--- src/hdl/pgn_tok_pkg.sv ---
package pgn_tok_pkg;

   // Width of the line and column counters
   localparam int POSITION_BITS = 16;
   localparam int ERR_POS_BITS  = 16;

   // Lexer modes
   localparam logic [2:0] MODE_TOP   = 3'd0;
   localparam logic [2:0] MODE_STR   = 3'd1;
   localparam logic [2:0] MODE_ESC   = 3'd2;
   localparam logic [2:0] MODE_LINE  = 3'd3;
   localparam logic [2:0] MODE_BRACE = 3'd4;
   localparam logic [2:0] MODE_SYM   = 3'd5;
   localparam logic [2:0] MODE_DEAD  = 3'd6;

   // Token kinds
   localparam logic [3:0] KIND_STRING   = 4'd0;
   localparam logic [3:0] KIND_LBRACKET = 4'd1;
   localparam logic [3:0] KIND_RBRACKET = 4'd2;
   localparam logic [3:0] KIND_LPAREN   = 4'd3;
   localparam logic [3:0] KIND_RPAREN   = 4'd4;
   localparam logic [3:0] KIND_LANGLE   = 4'd5;
   localparam logic [3:0] KIND_RANGLE   = 4'd6;
   localparam logic [3:0] KIND_STAR     = 4'd7;
   localparam logic [3:0] KIND_PERIOD   = 4'd8;
   localparam logic [3:0] KIND_LINE_CMT = 4'd9;
   localparam logic [3:0] KIND_BRACE_CMT = 4'd10;
   localparam logic [3:0] KIND_EXTENSION = 4'd11;
   localparam logic [3:0] KIND_GLYPH    = 4'd12;
   localparam logic [3:0] KIND_INTEGER  = 4'd13;
   localparam logic [3:0] KIND_SYMBOL   = 4'd14;

   // Error codes
   localparam logic [2:0] ERR_NONE       = 3'd0;
   localparam logic [2:0] ERR_UNEXPECTED = 3'd1;
   localparam logic [2:0] ERR_BAD_ESCAPE = 3'd2;
   localparam logic [2:0] ERR_OPEN_STR   = 3'd3;
   localparam logic [2:0] ERR_OPEN_BRACE = 3'd4;

   // Characters with a special meaning
   localparam logic [7:0] CH_BACKSLASH = 8'h5C;
   localparam logic [7:0] CH_PERCENT   = 8'h25;
   localparam logic [7:0] CH_LBRACE    = 8'h7B;
   localparam logic [7:0] CH_RBRACE    = 8'h7D;
   localparam logic [7:0] CH_SEMICOLON = 8'h3B;
   localparam logic [7:0] CH_DOLLAR    = 8'h24;
   localparam logic [7:0] CH_QUOTE     = 8'h22;
   localparam logic [7:0] CH_NEWLINE   = 8'h0A;

   // One result word
   typedef struct packed {
      logic [3:0]              kind;
      logic [7:0]              value;
      logic                    has;
      logic                    done;
      logic [2:0]              err;
      logic [ERR_POS_BITS-1:0] line;
      logic [ERR_POS_BITS-1:0] column;
      logic                    last;
   } result_type;

   function automatic logic is_digit(input logic [7:0] c);
      return (c >= "0") && (c <= "9");
   endfunction

   function automatic logic is_alnum(input logic [7:0] c);
      return is_digit(c) || ((c >= "a") && (c <= "z")) || ((c >= "A") && (c <= "Z"));
   endfunction

   function automatic logic is_sym_char(input logic [7:0] c);
      return is_alnum(c) || (c inside {"_", "+", "#", "=", ":", "-"});
   endfunction

   function automatic logic is_space(input logic [7:0] c);
      return c inside {8'h20, 8'h09, 8'h0A, 8'h0B, 8'h0C, 8'h0D};
   endfunction

endpackage

--- src/hdl/pgn_text_tokenizer_unit.sv ---
// Latency: a byte's first result word is on rsp_ the cycle after the byte is taken.
// Throughput: one byte per cycle while rsp_tready is high and each byte gives at most
// one word; a byte that gives two words (symbol end plus the next token) holds the input
// until its second word is being taken. The two-entry result queue sets that figure.
// Reset: synchronous, active high; clears the queue and returns the lexer to top level
// at line 0, column 0. The same lexer state is restored after each end-of-text byte.
module pgn_text_tokenizer_unit (
   input  logic        clock,
   input  logic        reset,
   input  logic        req_tvalid,
   output logic        req_tready,
   input  logic [7:0]  req_tdata,   // [7:0] text_byte
   input  logic        req_tlast,   // end_of_text
   output logic        rsp_tvalid,
   input  logic        rsp_tready,
   output logic [47:0] rsp_tdata,   // [7:0] value_byte, [8] has_byte, [9] token_done,
                                    // [12:10] error_code, [28:13] error_line,
                                    // [44:29] error_column, [47:45] zero
   output logic [3:0]  rsp_tuser,   // token_kind
   output logic        rsp_tlast    // last_of_run
);
   import pgn_tok_pkg::*;

   localparam logic [POSITION_BITS-1:0] POS_ONE = POSITION_BITS'(1);

   logic [2:0]               mode_ff, mode_in;
   logic                     digits_ff, digits_in;
   logic                     line_start_ff, line_start_in;
   logic [POSITION_BITS-1:0] line_ff, line_in;
   logic [POSITION_BITS-1:0] column_ff, column_in;

   result_type               slot0_ff, slot0_in;
   result_type               slot1_ff, slot1_in;
   logic [1:0]               count_ff, count_in;

   logic                     accept;
   logic                     pop;
   logic [7:0]               c;
   logic                     eot;

   // lexer results for the current byte
   result_type               res0, res1;
   logic [1:0]               res_n;

   // top-level lex outcome
   logic                     top_emit;
   result_type               top_res;
   logic [2:0]               top_mode;
   logic                     top_digits;

   assign c      = req_tdata;
   assign eot    = req_tlast;
   assign pop    = rsp_tvalid && rsp_tready;
   assign req_tready = (count_ff == 2'd0) || ((count_ff == 2'd1) && pop);
   assign accept = req_tvalid && req_tready;

   function automatic result_type make_res(
      input logic [3:0]               kind,
      input logic [7:0]               value,
      input logic                     has,
      input logic                     done,
      input logic [2:0]               err,
      input logic [POSITION_BITS-1:0] line,
      input logic [POSITION_BITS-1:0] column
   );
      result_type r;
      r.kind   = kind;
      r.value  = value;
      r.has    = has;
      r.done   = done;
      r.err    = err;
      r.line   = (err != ERR_NONE) ? ERR_POS_BITS'(line) : '0;
      r.column = (err != ERR_NONE) ? ERR_POS_BITS'(column) : '0;
      r.last   = 1'b0;
      return r;
   endfunction

   // Lex one byte at top level
   always_comb begin
      top_emit   = 1'b0;
      top_res    = make_res(KIND_STRING, 8'd0, 1'b0, 1'b0, ERR_NONE, line_ff, column_ff);
      top_mode   = MODE_TOP;
      top_digits = 1'b1;
      case (c)
         "[": begin top_emit = 1'b1;
            top_res = make_res(KIND_LBRACKET, c, 1'b1, 1'b1, ERR_NONE, line_ff, column_ff); end
         "]": begin top_emit = 1'b1;
            top_res = make_res(KIND_RBRACKET, c, 1'b1, 1'b1, ERR_NONE, line_ff, column_ff); end
         "(": begin top_emit = 1'b1;
            top_res = make_res(KIND_LPAREN, c, 1'b1, 1'b1, ERR_NONE, line_ff, column_ff); end
         ")": begin top_emit = 1'b1;
            top_res = make_res(KIND_RPAREN, c, 1'b1, 1'b1, ERR_NONE, line_ff, column_ff); end
         "<": begin top_emit = 1'b1;
            top_res = make_res(KIND_LANGLE, c, 1'b1, 1'b1, ERR_NONE, line_ff, column_ff); end
         ">": begin top_emit = 1'b1;
            top_res = make_res(KIND_RANGLE, c, 1'b1, 1'b1, ERR_NONE, line_ff, column_ff); end
         "*": begin top_emit = 1'b1;
            top_res = make_res(KIND_STAR, c, 1'b1, 1'b1, ERR_NONE, line_ff, column_ff); end
         ".": begin top_emit = 1'b1;
            top_res = make_res(KIND_PERIOD, c, 1'b1, 1'b1, ERR_NONE, line_ff, column_ff); end
         CH_QUOTE: begin
            if (eot) begin
               top_emit = 1'b1;
               top_mode = MODE_DEAD;
               top_res  = make_res(KIND_STRING, 8'd0, 1'b0, 1'b0, ERR_OPEN_STR,
                                   line_ff, column_ff);
            end else begin
               top_mode = MODE_STR;
            end
         end
         CH_SEMICOLON: begin
            if (eot) begin
               top_emit = 1'b1;
               top_res  = make_res(KIND_LINE_CMT, 8'd0, 1'b0, 1'b1, ERR_NONE,
                                   line_ff, column_ff);
            end else begin
               top_mode = MODE_LINE;
            end
         end
         CH_LBRACE: begin
            if (eot) begin
               top_emit = 1'b1;
               top_mode = MODE_DEAD;
               top_res  = make_res(KIND_STRING, 8'd0, 1'b0, 1'b0, ERR_OPEN_BRACE,
                                   line_ff, column_ff);
            end else begin
               top_mode = MODE_BRACE;
            end
         end
         CH_DOLLAR: begin
            top_emit = 1'b1;
            top_res  = make_res(KIND_GLYPH, 8'd0, 1'b0, 1'b1, ERR_NONE, line_ff, column_ff);
         end
         default: begin
            if (is_space(c)) begin
               top_emit = 1'b0;
            end else if ((c == CH_PERCENT) && line_start_ff) begin
               top_emit = 1'b1;
               top_res  = make_res(KIND_EXTENSION, 8'd0, 1'b0, 1'b1, ERR_NONE,
                                   line_ff, column_ff);
            end else if (is_alnum(c)) begin
               top_emit = 1'b1;
               top_res  = make_res(is_digit(c) ? KIND_INTEGER : KIND_SYMBOL, c, 1'b1, eot,
                                   ERR_NONE, line_ff, column_ff);
               if (!eot) begin
                  top_mode   = MODE_SYM;
                  top_digits = is_digit(c);
               end
            end else begin
               top_emit = 1'b1;
               top_mode = MODE_DEAD;
               top_res  = make_res(KIND_STRING, 8'd0, 1'b0, 1'b0, ERR_UNEXPECTED,
                                   line_ff, column_ff);
            end
         end
      endcase
   end

   // Lex one byte in the current mode
   always_comb begin
      res0      = make_res(KIND_STRING, 8'd0, 1'b0, 1'b0, ERR_NONE, line_ff, column_ff);
      res1      = res0;
      res_n     = 2'd0;
      mode_in   = mode_ff;
      digits_in = digits_ff;
      case (mode_ff)
         MODE_STR: begin
            if (eot && (c != CH_QUOTE)) begin
               res_n   = 2'd1;
               mode_in = MODE_DEAD;
               res0    = make_res(KIND_STRING, 8'd0, 1'b0, 1'b0, ERR_OPEN_STR,
                                  line_ff, column_ff);
            end else if (c == CH_BACKSLASH) begin
               mode_in = MODE_ESC;
            end else if (c == CH_QUOTE) begin
               res_n   = 2'd1;
               mode_in = MODE_TOP;
               res0    = make_res(KIND_STRING, 8'd0, 1'b0, 1'b1, ERR_NONE,
                                  line_ff, column_ff);
            end else begin
               res_n = 2'd1;
               res0  = make_res(KIND_STRING, c, 1'b1, 1'b0, ERR_NONE, line_ff, column_ff);
            end
         end
         MODE_ESC: begin
            res_n = 2'd1;
            if ((c != CH_QUOTE) && (c != CH_BACKSLASH)) begin
               mode_in = MODE_DEAD;
               res0    = make_res(KIND_STRING, 8'd0, 1'b0, 1'b0, ERR_BAD_ESCAPE,
                                  line_ff, column_ff);
            end else if (eot) begin
               mode_in = MODE_DEAD;
               res0    = make_res(KIND_STRING, 8'd0, 1'b0, 1'b0, ERR_OPEN_STR,
                                  line_ff, column_ff);
            end else begin
               mode_in = MODE_STR;
               res0    = make_res(KIND_STRING, c, 1'b1, 1'b0, ERR_NONE, line_ff, column_ff);
            end
         end
         MODE_LINE: begin
            res_n = 2'd1;
            if (c == CH_NEWLINE) begin
               mode_in = MODE_TOP;
               res0    = make_res(KIND_LINE_CMT, 8'd0, 1'b0, 1'b1, ERR_NONE,
                                  line_ff, column_ff);
            end else begin
               res0 = make_res(KIND_LINE_CMT, c, 1'b1, eot, ERR_NONE, line_ff, column_ff);
            end
         end
         MODE_BRACE: begin
            res_n = 2'd1;
            if (c == CH_RBRACE) begin
               mode_in = MODE_TOP;
               res0    = make_res(KIND_BRACE_CMT, 8'd0, 1'b0, 1'b1, ERR_NONE,
                                  line_ff, column_ff);
            end else if (eot) begin
               mode_in = MODE_DEAD;
               res0    = make_res(KIND_STRING, 8'd0, 1'b0, 1'b0, ERR_OPEN_BRACE,
                                  line_ff, column_ff);
            end else begin
               res0 = make_res(KIND_BRACE_CMT, c, 1'b1, 1'b0, ERR_NONE, line_ff, column_ff);
            end
         end
         MODE_SYM: begin
            if (is_sym_char(c)) begin
               res_n     = 2'd1;
               digits_in = digits_ff && is_digit(c);
               res0      = make_res(digits_in ? KIND_INTEGER : KIND_SYMBOL, c, 1'b1, eot,
                                    ERR_NONE, line_ff, column_ff);
            end else begin
               // close the symbol, then lex the same byte at top level
               res0      = make_res(digits_ff ? KIND_INTEGER : KIND_SYMBOL, 8'd0, 1'b0,
                                    1'b1, ERR_NONE, line_ff, column_ff);
               res1      = top_res;
               res_n     = top_emit ? 2'd2 : 2'd1;
               mode_in   = top_mode;
               digits_in = top_digits;
            end
         end
         MODE_DEAD: begin
            res_n = 2'd0;
         end
         default: begin
            res0      = top_res;
            res_n     = top_emit ? 2'd1 : 2'd0;
            mode_in   = top_mode;
            digits_in = top_digits;
         end
      endcase

      // mark the final word of this byte
      if (res_n == 2'd2) begin
         res1.last = 1'b1;
      end else begin
         res0.last = 1'b1;
      end

      // advance position
      if (c == CH_NEWLINE) begin
         line_in   = line_ff + POS_ONE;
         column_in = '0;
      end else begin
         line_in   = line_ff;
         column_in = column_ff + POS_ONE;
      end
      line_start_in = (c == CH_NEWLINE);

      // return to reset state after the final byte
      if (eot) begin
         mode_in       = MODE_TOP;
         digits_in     = 1'b1;
         line_start_in = 1'b1;
         line_in       = '0;
         column_in     = '0;
      end
   end

   // Update the result queue
   always_comb begin
      slot0_in = slot0_ff;
      slot1_in = slot1_ff;
      count_in = count_ff;
      if (accept) begin
         slot0_in = res0;
         slot1_in = res1;
         count_in = res_n;
      end else if (pop) begin
         slot0_in = slot1_ff;
         count_in = count_ff - 2'd1;
      end
   end

   // Hold lexer state and queue control
   always_ff @(posedge clock) begin
      if (reset) begin
         mode_ff       <= MODE_TOP;
         digits_ff     <= 1'b1;
         line_start_ff <= 1'b1;
         line_ff       <= '0;
         column_ff     <= '0;
         count_ff      <= 2'd0;
      end else begin
         count_ff <= count_in;
         if (accept) begin
            mode_ff       <= mode_in;
            digits_ff     <= digits_in;
            line_start_ff <= line_start_in;
            line_ff       <= line_in;
            column_ff     <= column_in;
         end
      end
   end

   // Hold queue payload
   always_ff @(posedge clock) begin
      slot0_ff <= slot0_in;
      slot1_ff <= slot1_in;
   end

   // Drive the result word
   assign rsp_tvalid = (count_ff != 2'd0);
   assign rsp_tuser  = slot0_ff.kind;
   assign rsp_tlast  = slot0_ff.last;
   assign rsp_tdata  = {3'b000, slot0_ff.column, slot0_ff.line, slot0_ff.err,
                        slot0_ff.done, slot0_ff.has, slot0_ff.value};

endmodule

--- config.mk ---
export PLATFORM = sky130hd
export DESIGN_NAME = pgn_text_tokenizer_unit
export DESIGN_NICKNAME = d
export VERILOG_FILES = /design/src/hdl/pgn_tok_pkg.sv /design/src/hdl/pgn_text_tokenizer_unit.sv
export SDC_FILE = /design/constraint.sdc
export NUM_CORES = 1
export LEC_CHECK = 0
export BUFFER_PORTS_ARGS = -buffer_cell sky130_fd_sc_hd__buf_4
export CORE_MARGIN = 2
export CORE_UTILIZATION = 54
export CTS_CLUSTER_SIZE = 8
export DETAILED_ROUTE_END_ITERATION = 10
export GPL_TIMING_DRIVEN = 0
export PLACE_DENSITY = 0.8
export SLEW_MARGIN = 20
export SYNTH_ARGS = -nofsm -noshare
export SYNTH_HDL_FRONTEND = slang
export SYNTH_SLANG_ARGS = --single-unit
--- constraint.sdc ---
create_clock -name clock -period 3.6 [get_ports clock]
set_input_delay 0.72 -clock clock [delete_from_list [all_inputs] [get_ports clock]]
set_output_delay 0.72 -clock clock [all_outputs]
set_load 0.02 [all_outputs]
# Word level (Yosys, flattened, before mapping)
# Index checks and enable logic that the tools add are counted.
# word_totals
reg_bits	139
latch_bits	0
ram_bits	0
romBits	0
out_inout_bits	55
elab_cells	165
memories	0
# op_classes
addsub	3
n_mul	0
div_mod_pow	0
n_lt_le_gt_ge	6
eq_ne	43
shifts	0
muxes	61
bitwise_logic	1
n_reduce_logical	29
# op_table
op	count
50-bit case mux with 12 select lines	1
50-bit two-way mux	8
50-bit case mux with 6 select lines	1
46-bit two-way mux	6
8-bit by 6-bit equality test with 1-bit output, second input constant	16
16-bit two-way mux	4
8-bit by 7-bit equality test with 1-bit output, second input constant	6
48-bit two-way mux	1
8-bit by 4-bit equality test with 1-bit output, second input constant	5
36-bit two-way mux	1
35-bit two-way mux	1
16-bit by 1-bit adder with 16-bit output, second input constant	2
3-bit two-way mux	10
3-bit case mux with 6 select lines	1
8-bit by 7-bit greater-or-equal comparator with 1-bit output, second input constant	2
8-bit by 7-bit less-or-equal comparator with 1-bit output, second input constant	2
2-bit two-way mux	8
1-bit two-way mux	15
3-bit case mux with 4 select lines	1
6-bit nonzero test	2
12-bit OR reduction	1
1-bit logical AND	10
3-bit equality test, second input constant	3
3-bit != test, second input constant	3
other kinds (24)	33

# Logic depth before layout (Yosys ltp)
# depth
ltp_word	11
depth_mapped	10
ltp_nobuf	9

# Worst setup path after synthesis
# No wires, ideal clock.
# synth_timing
kind	input port to flip-flop
start	in rsp_tready
end	reg column_ff[13]
t_arrival_ns	3.616
slack_ns	-0.143
stages	8
path_cell_list	a21o_1 nand2_1 inv_1 clkbuf_1 buf_1 o21ai_0 a22oi_1 nor2_1
# synth_via
elab_chain_len	4
# synth_rtl
item	line_no	rtl
start, declared	pgn_text_tokenizer_unit.sv:15	input logic rsp_tready,
1-bit logical AND	pgn_text_tokenizer_unit.sv:53	assign pop = rsp_tvalid && rsp_tready;
1-bit logical AND	pgn_text_tokenizer_unit.sv:54	assign req_tready = (count_ff == 2'd0) || ((count_ff == 2'd1) && pop);
1-bit logical OR	pgn_text_tokenizer_unit.sv:54	
1-bit logical AND	pgn_text_tokenizer_unit.sv:55	assign accept = req_tvalid && req_tready;
named net accept	pgn_text_tokenizer_unit.sv:36	logic accept;
end signal, assigned	pgn_text_tokenizer_unit.sv:309	column_ff <= column_in;
end, declared	pgn_text_tokenizer_unit.sv:30	logic [POSITION_BITS-1:0] column_ff, column_in;
# The timed path passes the listed nets, and every way through them passes these cells.
# A chain may end at the register's enable or synchronous reset.

==> results.md <==
- Comb power frac: 22.4%
- Drt pass-1 iters: 5
- Synth warnings: 0
- GP Congestion: 0.953
- Area share of fa/ha/maj cells after synthesis: 0.697%
- PwrDens: 575 nW/µm²
- VDD IR max: 308 µV
- Complex-gate fraction of the synthesized area: 18.3%
- Setup CP Type: in -> reg
- Asr flop ratio synth: 0%
- Total GRT Usage: 29.9%
- Synth cell types: 78
- Nets: 815
- R2r setup slk: 520 ps
- Total power draw: 4.89 mW
- Internal Power: 3.36 mW
- IO Port Bufs: 63
- Tcrit/Tclk final: 97.4%
- Drt wl/cell: 21.0 µm
- Worst Path Required: 3890 ps
- Most common cell after layout, fill and taps aside: edfxtp_1
- Syn_area_per_cell: 10.1 µm²
- Worst setup SP type: primary input
- TritonCTS clock tree: built
- DRT iter0 DRCs: 638
- Crit. End Element: flop
- Mux share of post-synthesis cell area: 0.418%
- IO Pins: 68
- CTS Hold Bufs: 0
- Run status: complete, no violations
- Total grt overflow: 0
- CTS Buffer Depth: 2
- Die Span Y: 119 µm
- Die Wd: 119 µm
- Mapped cell area: 7180 µm²
- Total Routed Length: 20700 µm
- Leakage: 3.04 nW
- Global-route wire length before repair: 32200 µm
- CP arrival: 3800 ps
- Initial Util: 54.7%
- Layout cells sized above 1: 15.7%
- Most used DFF post-synth: edfxtp_1
- TritonCTS Buffers: 17
- Sequential power share: 42.2%
- Clock insertion delay at the later pin of the skew report: 430 ps
- Sequential share of the synthesized area: 52.7%
- Placed Area: 7920 µm²
- Worst r2r src: count_ff[0]$_SDFFE_PP0P_
- Top-area cell type share of the netlist area: 41.8%
- HP Class: reg -> reg
- Post-layout instance area: 8510 µm²
- DP Worst Slack: -738 ps
- Switch share: 31.4%
- Post-synthesis xor/xnor area fraction: 2.80%
- Pin count of the biggest net entering global routing: 60
- Critical Path End: rsp_tdata[37]$_DFFE_PP_
- Final WS setup: 93.2 ps
- Final HPWL DP: 14200 µm
- Reg-to-reg endpoint: rsp_tdata[3]$_DFFE_PP_
- Largest family of logic cells by synthesized area: simple AND/OR/NAND/NOR gates
- Setup crit start: req_tdata[3]
- EDFF count, synth: 100
- Clk_skew: 8.55 ps
- Clock share of power: 35.4%
- Vias/cell: 6.21
- FF-to-FF path depth: 8
- Layout Utilization: 64.8%
- Crit Path Max Fanout: 10
- MaxCap Viol Count: 0
- Max Slew Vio Count: 0
- Slew HR: 28.6%
- Syn Inst Count: 711
- Clock sinks: 139
- Vias in the first global route: 5909
- Total Die Area: 14200 µm²
- Clk slew on worst S/H paths: 60 ps
- Site row count: 42
- Layout Cells excl Fill: 987
- Switching pwr: 1.54 mW
- Initial antenna violation count: 0
- Simple-Gate Fraction of Synth Area: 20.4%
- Most frequent cells in the layout: edfxtp_1 (100), buf_4 (68), nor2_1 (63), nand2_1 (56), a21oi_1 (43)
- Worst-Margin Slew: 1060 ps
- Diode count: 0
- Endpoints failing setup: 0
- FMAX: 0.285 GHz
- Core area: 13100 µm²
- Final Hold Fails: 0
- RSZ-0062 raised after global routing: true
- FF+latch count, synth: 139
- DR DRC count: 0
- Clk root buf: clkbuf_16
- H-tree levels: 4
- DR vias: 6125
- Synth top area cells: edfxtp_1 (42%), dfxtp_1 (11%), a22o_1 (4.1%)
- Minimum clock period: 3510 ps
- P&R area growth vs syn: 18.5%
- Detail Route Antenna Nets: 0
- Yosys top cell by area: edfxtp_1
- Hold path start: slot1_ff[49]$_SDFFCE_PP0P_
- Placed Cells: 954
## routing by layer
metal  GRT usage (%)  wire length [µm]  vias up
met3            5.89              1220       79
met2            49.3              9900      289
met5               0                 0        -
met4            16.8              1030        0
met1            36.7              8570     2934
li1                -                 -     2823
## synth_stat cells (all sizes together) (3+ instances only)
master	count
buf	13
nor4bb	3
nor2	63
edfxtp	100
a41oi	3
nand2	56
nand4	9
mux2i	3
a21oi	43
xor2	8
or3b	3
ha	4
dfxtp	39
a21o	7
nor2b	8
o41ai	3
or4b	3
o21a	3
or3	11
or2	4
nand4b	3
nor3b	5
or4	3
o31ai	5
nand2b	8
nor3	25
a22o	34
and2	37
xnor2	15
a221o	3
clkbuf	41
o21ai	31
nor4	10
a211oi	9
inv	20
nand3	20
and3	3
a221oi	4
a31oi	10
## cell families (layout without fill, tap and decap cells)
group                      count (synthesis)  in the layout
other                                      1              4
muxes                                      3              3
and+or+nand+nor                          280            280
AOI/OAI and AO/OA                        186            186
adders and majority gates                  4              4
xor gates and xnor gates                  23             23
buffers and inverters                     75            172
DFF                                      139            139
## worst max-delay path, stage by stage
cell and delay [ps]:
buf_4 80, clkbuf_1 390, clkbuf_1 410, a2111oi_0 160, nor4b_1 590, nand3_1 350
a221oi_2 700, buf_6 240, a22o_1 150
## how the worst min path moves through the flow
stage	cells after the start	slack [ps]	end
2_1_floorplan	1	450	line_start_ff$_SDFFE_PP1P_
3_3_place_gp	2	490	column_ff[11]$_SDFFE_PP0P_
3_5_place_dp	1	510	rsp_tuser[3]$_DFFE_PP_
4_1_cts	1	530	rsp_tuser[3]$_DFFE_PP_
5_1_grt	1	530	rsp_tuser[3]$_DFFE_PP_
6_report	1	520	rsp_tuser[3]$_DFFE_PP_
## state kept, by name, summed over array words and instances, names as in the netlist, 2 cells and up
name,cells
mode_ff,3
rsp_tuser,4
count_ff,2
line_ff,16
rsp_tdata,45
slot1_ff,50
column_ff,16
## power groups by stage
stage / combinational (mW) / sequential, mW / clock, mW
after CTS: 1.09 / 2.07 / 1.74
after floorplan: 0.482 / 2.27 / 0
after global routing: 1.16 / 2.09 / 1.81
after detailed placement: 1.09 / 2.10 / 0
after global placement: 1.06 / 2.10 / 0
final: 1.10 / 2.07 / 1.73
## per-stage QoR
step	TNS [ps]	hold slack, ps
2_1_floorplan	0	449
3_3_place_gp	-77940	495
3_5_place_dp	-32400	509
4_1_cts	0	528
5_1_grt	-179	532
6_report	0	524
## final cells by class
class | count | area [µm²]
Buffer | 54 | 258
Clock buffer | 17 | 425
Clock inverter | 15 | 153
Fill cell | 1054 | 4630
Inverter | 21 | 78.8
Multi-Input combinational cell | 500 | 3090
Sequential cell | 139 | 3780
Tap cell | 176 | 220
Timing Repair Buffer | 65 | 500
## timing repair
action	in CTS	in global routing
gates resized for setup	0	1
endpoints found under the setup margin	30	62
setup buffers	1	0
pin swaps	1	0
Note: power is estimated with default switching activity, not from simulation.
